==> config.mk <==
export PLATFORM = sky130hd
export DESIGN_NAME = utc_timestamp_text_parser_core
export DESIGN_NICKNAME = d
export VERILOG_FILES = /design/src/hdl/utc_ts_pkg.sv /design/src/hdl/utc_ts_scan.sv /design/src/hdl/utc_ts_check.sv /design/src/hdl/utc_timestamp_text_parser_core.sv
export SDC_FILE = /design/constraint.sdc
export NUM_CORES = 1
export LEC_CHECK = 0
export ABC_AREA = 1
export BUFFER_PORTS_ARGS = -buffer_cell sky130_fd_sc_hd__buf_4
export CORE_MARGIN = 10
export CORE_UTILIZATION = 65
export DETAILED_ROUTE_END_ITERATION = 12
export HOLD_SLACK_MARGIN = 0.12
export MAX_ROUTING_LAYER = met4
export PLACE_DENSITY = 0.86
export RECOVER_POWER = 50
export SYNTH_ARGS = -nofsm -noshare
export SYNTH_HDL_FRONTEND = slang
export SYNTH_SLANG_ARGS = --single-unit
export TNS_END_PERCENT = 10
==> constraint.sdc <==
create_clock -name clk -period 13.7 [get_ports clk]
set_input_delay 2.74 -clock clk [delete_from_list [all_inputs] [get_ports clk]]
set_output_delay 2.74 -clock clk [all_outputs]
set_load 0.1 [all_outputs]
==> src/hdl/utc_ts_pkg.sv <==
// Shared types and constants for the UTC timestamp text parser.
// Used by the scanner, the date checker, the core and its checker.
package utc_ts_pkg;

	localparam int unsigned POS_W = 5;
	localparam int unsigned YEAR_W = 14;
	localparam int unsigned FIELD_W = 7;

	localparam logic [POS_W-1:0] TS_LEN = 5'd20;
	localparam logic [POS_W-1:0] POS_LAST = 5'd19;
	localparam logic [YEAR_W-1:0] EPOCH_YEAR = 14'd1970;

	localparam logic [7:0] CH_DASH = 8'h2D;
	localparam logic [7:0] CH_T = 8'h54;
	localparam logic [7:0] CH_COLON = 8'h3A;
	localparam logic [7:0] CH_Z = 8'h5A;
	localparam logic [7:0] CH_ZERO = 8'h30;
	localparam logic [7:0] CH_NINE = 8'h39;

	// Result status codes
	localparam logic [1:0] ST_OK = 2'd0;
	localparam logic [1:0] ST_SHORT = 2'd1;
	localparam logic [1:0] ST_INVALID = 2'd2;

	typedef struct packed {
		logic [7:0] char_byte;
		logic       last_char;
	} src_item_t;

	typedef struct packed {
		logic [1:0]         status;
		logic [YEAR_W-1:0]  year;
		logic [FIELD_W-1:0] month;
		logic [FIELD_W-1:0] day;
		logic [FIELD_W-1:0] hours;
		logic [FIELD_W-1:0] minutes;
		logic [FIELD_W-1:0] seconds;
	} result_t;

	// Snapshot of the scanner state at the final byte of a string
	typedef struct packed {
		logic               short_str;
		logic               fmt_err;
		logic [YEAR_W-1:0]  year;
		logic [4:0]         year_mod25;
		logic [FIELD_W-1:0] month;
		logic [FIELD_W-1:0] day;
		logic [FIELD_W-1:0] hours;
		logic [FIELD_W-1:0] minutes;
		logic [FIELD_W-1:0] seconds;
	} fin_t;

endpackage

==> src/hdl/utc_ts_scan.sv <==
// Byte scanner: position counter, separator checks and decimal accumulators.
// Depends on utc_ts_pkg.
module utc_ts_scan
	import utc_ts_pkg::*;
(
	input  logic       clk,
	input  logic       arst_n,
	input  logic       take,
	input  src_item_t  item,
	output fin_t       fin
);

	logic [POS_W-1:0]   pos_q;
	logic               fmt_err_q;
	logic [YEAR_W-1:0]  year_q;
	logic [4:0]         yr25_q;
	logic [FIELD_W-1:0] month_q, day_q, hours_q, minutes_q, seconds_q;

	logic               digit;
	logic [3:0]         dval;
	logic               is_sep;
	logic [7:0]         want;
	logic               byte_err;

	function automatic logic [FIELD_W-1:0] push2(input logic [FIELD_W-1:0] acc,
		input logic [3:0] d);
		logic [FIELD_W+3:0] x;
		x = ({4'b0, acc} << 3) + ({4'b0, acc} << 1) + {{FIELD_W{1'b0}}, d};
		return x[FIELD_W-1:0];
	endfunction

	function automatic logic [YEAR_W-1:0] push4(input logic [YEAR_W-1:0] acc,
		input logic [3:0] d);
		logic [YEAR_W+3:0] x;
		x = ({4'b0, acc} << 3) + ({4'b0, acc} << 1) + {{YEAR_W{1'b0}}, d};
		return x[YEAR_W-1:0];
	endfunction

	// (r*10 + d) mod 25; quotient by reciprocal 41/1024, exact for x < 250
	function automatic logic [4:0] mod25_step(input logic [4:0] r, input logic [3:0] d);
		logic [7:0]  x;
		logic [13:0] prod;
		logic [3:0]  q;
		logic [7:0]  qm;
		x = ({3'b0, r} << 3) + ({3'b0, r} << 1) + {4'b0, d};
		prod = {6'b0, x} * 14'd41;
		q = prod[13:10];
		qm = ({4'b0, q} << 4) + ({4'b0, q} << 3) + {4'b0, q};
		return 5'(x - qm);
	endfunction

	always_comb begin
		digit = (item.char_byte >= CH_ZERO) && (item.char_byte <= CH_NINE);
		dval = digit ? item.char_byte[3:0] : 4'd0;
		is_sep = 1'b1;
		want = CH_DASH;
		case (pos_q)
			5'd4, 5'd7: want = CH_DASH;
			5'd10: want = CH_T;
			5'd13, 5'd16: want = CH_COLON;
			5'd19: want = CH_Z;
			default: is_sep = 1'b0;
		endcase
		byte_err = is_sep ? (item.char_byte != want) : !digit;
	end

	always_ff @(posedge clk or negedge arst_n) begin
		if (!arst_n) begin
			pos_q <= '0;
			fmt_err_q <= 1'b0;
			year_q <= '0;
			yr25_q <= '0;
			month_q <= '0;
			day_q <= '0;
			hours_q <= '0;
			minutes_q <= '0;
			seconds_q <= '0;
		end else if (take) begin
			if (item.last_char) begin
				pos_q <= '0;
				fmt_err_q <= 1'b0;
				year_q <= '0;
				yr25_q <= '0;
				month_q <= '0;
				day_q <= '0;
				hours_q <= '0;
				minutes_q <= '0;
				seconds_q <= '0;
			end else if (pos_q < TS_LEN) begin
				pos_q <= pos_q + 5'd1;
				if (byte_err)
					fmt_err_q <= 1'b1;
				if (!is_sep) begin
					if (pos_q <= 5'd3) begin
						year_q <= push4(year_q, dval);
						yr25_q <= mod25_step(yr25_q, dval);
					end else if (pos_q <= 5'd6)
						month_q <= push2(month_q, dval);
					else if (pos_q <= 5'd9)
						day_q <= push2(day_q, dval);
					else if (pos_q <= 5'd12)
						hours_q <= push2(hours_q, dval);
					else if (pos_q <= 5'd15)
						minutes_q <= push2(minutes_q, dval);
					else
						seconds_q <= push2(seconds_q, dval);
				end
			end
		end
	end

	// A full-length string: the final byte is either 'Z' or past the end, so the
	// accumulators already hold their final values; only the 'Z' check adds in.
	always_comb begin
		fin.short_str = pos_q < POS_LAST;
		fin.fmt_err = fmt_err_q || ((pos_q == POS_LAST) && byte_err);
		fin.year = year_q;
		fin.year_mod25 = yr25_q;
		fin.month = month_q;
		fin.day = day_q;
		fin.hours = hours_q;
		fin.minutes = minutes_q;
		fin.seconds = seconds_q;
	end

endmodule

==> src/hdl/utc_ts_check.sv <==
// Calendar check: builds the result from the scanner snapshot.
// Depends on utc_ts_pkg.
module utc_ts_check
	import utc_ts_pkg::*;
(
	input  fin_t    fin,
	output result_t res
);

	logic       leap;
	logic [4:0] max_day;
	logic       month_ok;
	logic       date_ok;

	always_comb begin
		// 4 | y, and 100 does not divide y unless 400 does
		leap = (fin.year[1:0] == 2'd0) &&
			((fin.year_mod25 != 5'd0) || (fin.year[3:0] == 4'd0));
		month_ok = 1'b1;
		case (fin.month)
			7'd1, 7'd3, 7'd5, 7'd7, 7'd8, 7'd10, 7'd12: max_day = 5'd31;
			7'd4, 7'd6, 7'd9, 7'd11: max_day = 5'd30;
			7'd2: max_day = leap ? 5'd29 : 5'd28;
			default: begin
				max_day = 5'd0;
				month_ok = 1'b0;
			end
		endcase
		date_ok = !fin.fmt_err && month_ok && (fin.year >= EPOCH_YEAR) &&
			(fin.day >= 7'd1) && (fin.day <= {2'b0, max_day}) &&
			(fin.hours < 7'd24) && (fin.minutes < 7'd60) && (fin.seconds < 7'd60);

		if (fin.short_str) begin
			res = '0;
			res.status = ST_SHORT;
		end else begin
			res.status = date_ok ? ST_OK : ST_INVALID;
			res.year = fin.year;
			res.month = fin.month;
			res.day = fin.day;
			res.hours = fin.hours;
			res.minutes = fin.minutes;
			res.seconds = fin.seconds;
		end
	end

endmodule

==> src/hdl/utc_timestamp_text_parser_core.sv <==
// UTC timestamp parser core: one text byte per cycle, result on the final byte.
// Result: held in the output entry, or in the skid entry if that one is full.
// Throughput: one byte per cycle; a two-entry result buffer stalls input only
// when both entries hold results not yet taken.
// Reset: arst_n clears position, error flag, accumulators and buffer state.
module utc_timestamp_text_parser_core
	import utc_ts_pkg::*;
(
	input  logic      clk,
	input  logic      arst_n,
	input  logic      src_valid,
	output logic      src_stall,
	input  src_item_t src_data,
	output logic      res_valid,
	input  logic      res_stall,
	output result_t   res_data
);

	logic    take;
	logic    push;
	logic    pop;
	fin_t    fin;
	result_t res_new;

	logic    out_valid_q;
	result_t out_q;
	logic    skid_valid_q;
	result_t skid_q;

	assign src_stall = skid_valid_q;
	assign take = src_valid && !src_stall;
	assign push = take && src_data.last_char;
	assign pop = out_valid_q && !res_stall;

	utc_ts_scan u_scan (
		.clk    (clk),
		.arst_n (arst_n),
		.take   (take),
		.item   (src_data),
		.fin    (fin)
	);

	utc_ts_check u_check (
		.fin (fin),
		.res (res_new)
	);

	always_ff @(posedge clk or negedge arst_n) begin
		if (!arst_n) begin
			out_valid_q <= 1'b0;
			skid_valid_q <= 1'b0;
		end else if (skid_valid_q) begin
			if (pop)
				skid_valid_q <= 1'b0;
		end else if (push) begin
			if (!out_valid_q || pop)
				out_valid_q <= 1'b1;
			else
				skid_valid_q <= 1'b1;
		end else if (pop) begin
			out_valid_q <= 1'b0;
		end
	end

	always_ff @(posedge clk) begin
		if (skid_valid_q) begin
			if (pop)
				out_q <= skid_q;
		end else if (push) begin
			if (!out_valid_q || pop)
				out_q <= res_new;
			else
				skid_q <= res_new;
		end
	end

	assign res_valid = out_valid_q;
	assign res_data = out_q;

endmodule

==> results by group <==
Timing
  • Final period utilization: 0.661
  • Final setup TNS: 0 ns
  • Slew Limit Headroom: -1.29
  • Worst Clk Skew: 0.0121 ns
  • Measured slew at the worst slew-check pin: 3.43 ns
  • Fmax achieved: approximately 0.11 GHz
  • Hold Slack: ~0.52 ns
  • Final Setup Violations: 0
  • Slew Limit Fails: 115
  • Final hold viol count: 0
  • RSZ-0062 raised after global routing: no
  • Final min period: between 9 and 10 ns

Setup path
  • Crit path max fanout: 14
  • Crit path buf inv count: 8
  • Setup CP Type: input port to register
  • CP Capture Type: register
  • CP most frequent cell: nand2_1
  • Slowest CP cell: nand2_1
  • Worst stage delay on the critical path: 0.42 ns
  • Data arrival, critical path: 9.38 ns
  • Crit start category: input port
  • Required time worst endpoint: 14.02 ns
  • CP top delay family: adder cells

Drt
  • Detailed-route DRC error count: 0
  • Avg WL per Cell: approximately 16 µm
  • DR vias/cell: 5.69
  • DR pass1 iterations: 5
  • Final ANT Viol Nets: 0
  • Final WL: 22.8 mm
  • DR iter-0 viols: 729
  • Via count: 8,092

Clock tree
  • Post-CTS Repair Setup Buffers: 0
  • H-tree Lvls: 4
  • Reg clk slew, reported paths: 0.06 ns
  • CTS Buf Count: 17
  • Hold buffers post-CTS: 0
  • Clock root buffer: clkbuf_16
  • Post_cts resized: 0
  • Clock buffer depth: 2
  • Clock sinks: approximately 160
  • CTS tree: built
  • Latest clock arrival within the worst-skew pair: between 0.4 and 0.5 ns

Run
  • # Max-Cap Violations: 2

Cells and area
  • Design Area, Final: approximately 11,000 µm²
  • Fin cells: approximately 1.4k
  • # fillers: 1,060
  • Share of layout cells above drive strength 1: 0.0982
  • P&R area growth vs syn: 11.3%
  • Ant. Diodes: 0
  • Nets@finish: approximately 1.3k

Synth
  • Synth top area share: 0.298
  • Synth area leaders: edfxtp_1, dfrtp_1, ha_1
  • Sequential-to-total area share from yosys stat: 0.449
  • Cells after Synth: between 1k and 1.5k
  • Synthesized cell area: 10,300 µm²
  • Dominant cell type by area after synthesis: edfxtp_1
  • Synth cell count leaders: nand2_1, inv_1, ha_1, edfxtp_1, nor2_1
  • Predominant post-synthesis flop cell: edfxtp_1
  • Syn_nets: roughly 1.3k
  • #FFs+latches synth: 164
  • Netlist cell types: 50
  • Count leader, synth: nand2_1
  • Ys async rst share: 0.378
  • Post-Syn Area per Cell: 9.06 µm²
  • Number of enable flip-flop cells after synthesis: 102
  • Synthesis warning total: 0

Placed design
  • DP Area: 11,000 µm²
  • Routability cong.: roughly 0.9
  • DP HPWL: 16.3 mm
  • Port Buffers: 65
  • Number of instances in the placed design: 1,392

Power
  • Worst-case vdd ir drop: 212 µV
  • Power Density: between 200 and 250 nW/µm²
  • P_leak: between 5 and 6 nW

Floorplanning
  • Die area: 21,200 µm²
  • Core footprint: approximately 15,000 µm²
  • Row cnt: 45
  • Initial Util: 0.669
  • Die width: 146 µm
  • IO Count: 66
  • Die Ht: 146 µm

Outcome
  • Run status: finished with violations
  • Failing checks: capacitance limit, slew limit

Global route
  • Initial antenna violation count: 0
  • Largest net degree at the start of global routing: 63
  • Global-route wire length before repair: between 30 and 40 mm
  • GRT Util Overall: 0.222
  • Overflow after GRT: 0
  • Vias in the first global route: 7,875

Min path
  • Worst hold path class: register to register
==> cell usage in the layout (no fill, tap or decap), types with 4 or more instances in the layout <==
cell         n
o21ai_2      4
o22ai_1      9
ha_1       121
xor2_1      33
inv_1      154
o211ai_1     6
nor2_1      89
o21ai_1     16
o21bai_1     9
nand3_1     40
nor3_1       6
xnor2_1     10
a21oi_1     45
fa_1         9
dfrtp_1     62
clkbuf_16   17
o21ai_0     50
clkbuf_1    24
nand2_2      8
nand2_1    270
buf_4       45
inv_2        9
o31ai_1      6
a21oi_2      5
nand2_4      4
nand4_1     12
edfxtp_1   102
==> per-layer routing <==
layer | vias to the layer above | routed length [µm] | GRT usage
met4 | 0 | 402 | 0.0662
met1 | 3827 | 9770 | 0.271
met5 | - | 0 | -
met2 | 309 | 10900 | 0.353
met3 | 41 | 1720 | 0.0615
li1 | 3915 | - | -
==> kinds of logic after synthesis <==
kind of cell,Yosys count,synth area share
compound gates,165,0.0943
buf+inv,186,0.0693
flops,164,0.449
xor+xnor,43,0.0366
fa+ha+maj,130,0.165
simple gates,447,0.186
==> path summary, 6_finish.rpt <==
check	startpoint	to	slack [ns]	cells after the start
min reg2reg	skid_q[27]	res_data[27]	0.52	2
max	src_data[7]	u_scan.yr25_q[4]	4.65	41
min	skid_q[27]	res_data[27]	0.52	2
max reg2reg	u_scan.yr25_q[0]	u_scan.yr25_q[4]	7.69	34
min in group asynchronous	arst_n	u_scan.minutes_q[1]	3.44	1
max in group asynchronous	arst_n	u_scan.year_q[7]	8.30	1
==> cell type report <==
class                   instances  area (µm²)  area share
multi-input cells             785        4960       0.434
inverters                     163         612      0.0535
repair buffers                 69         432      0.0377
flip-flops and latches        164        4610       0.403
clock inverters                13         125      0.0109
well taps                     211         264      0.0231
clock buffers                  18         429      0.0375
==> tightest hold or removal path, cell delays in order (launching register included) <==
cell	delay, ns
edfxtp_1	0.32
nand2_1	0.05
nand2_1	0.05
==> through the flow <==
| stage | util | total power, mW | setup slack, ns |
|---|---|---|---|
| after floorplan | - | 1.72 | 5.18 |
| after global placement | 0.714 | 1.92 | 4.62 |
| after detailed placement | 0.714 | 1.99 | 4.33 |
| after CTS | 0.750 | 2.44 | 4.75 |
| after global routing | 0.744 | 2.60 | 4.11 |
| final | 0.744 | 2.43 | 4.65 |
==> state kept, by name, indices dropped and copies added, names as in the netlist <==
| register | count |
|---|---|
| u_scan.yr25_q | 5 |
| u_scan.day_q | 7 |
| res_data | 51 |
| u_scan.fmt_err_q | 1 |
| u_scan.seconds_q | 7 |
| res_valid | 1 |
| u_scan.hours_q | 7 |
| u_scan.month_q | 7 |
| u_scan.minutes_q | 7 |
| u_scan.pos_q | 5 |
| u_scan.year_q | 14 |
| src_stall | 1 |
| skid_q | 51 |
==> report_power, final <==
part | internal, mW | leakage [nW] | switching [mW] | total, mW
Clock | 0.252 | 0.267 | 0.200 | 0.452
Sequential | 0.629 | 1.81 | 0.0520 | 0.681
Combinational | 0.382 | 3.31 | 0.912 | 1.29
Note: power is estimated with default switching activity, not from simulation.
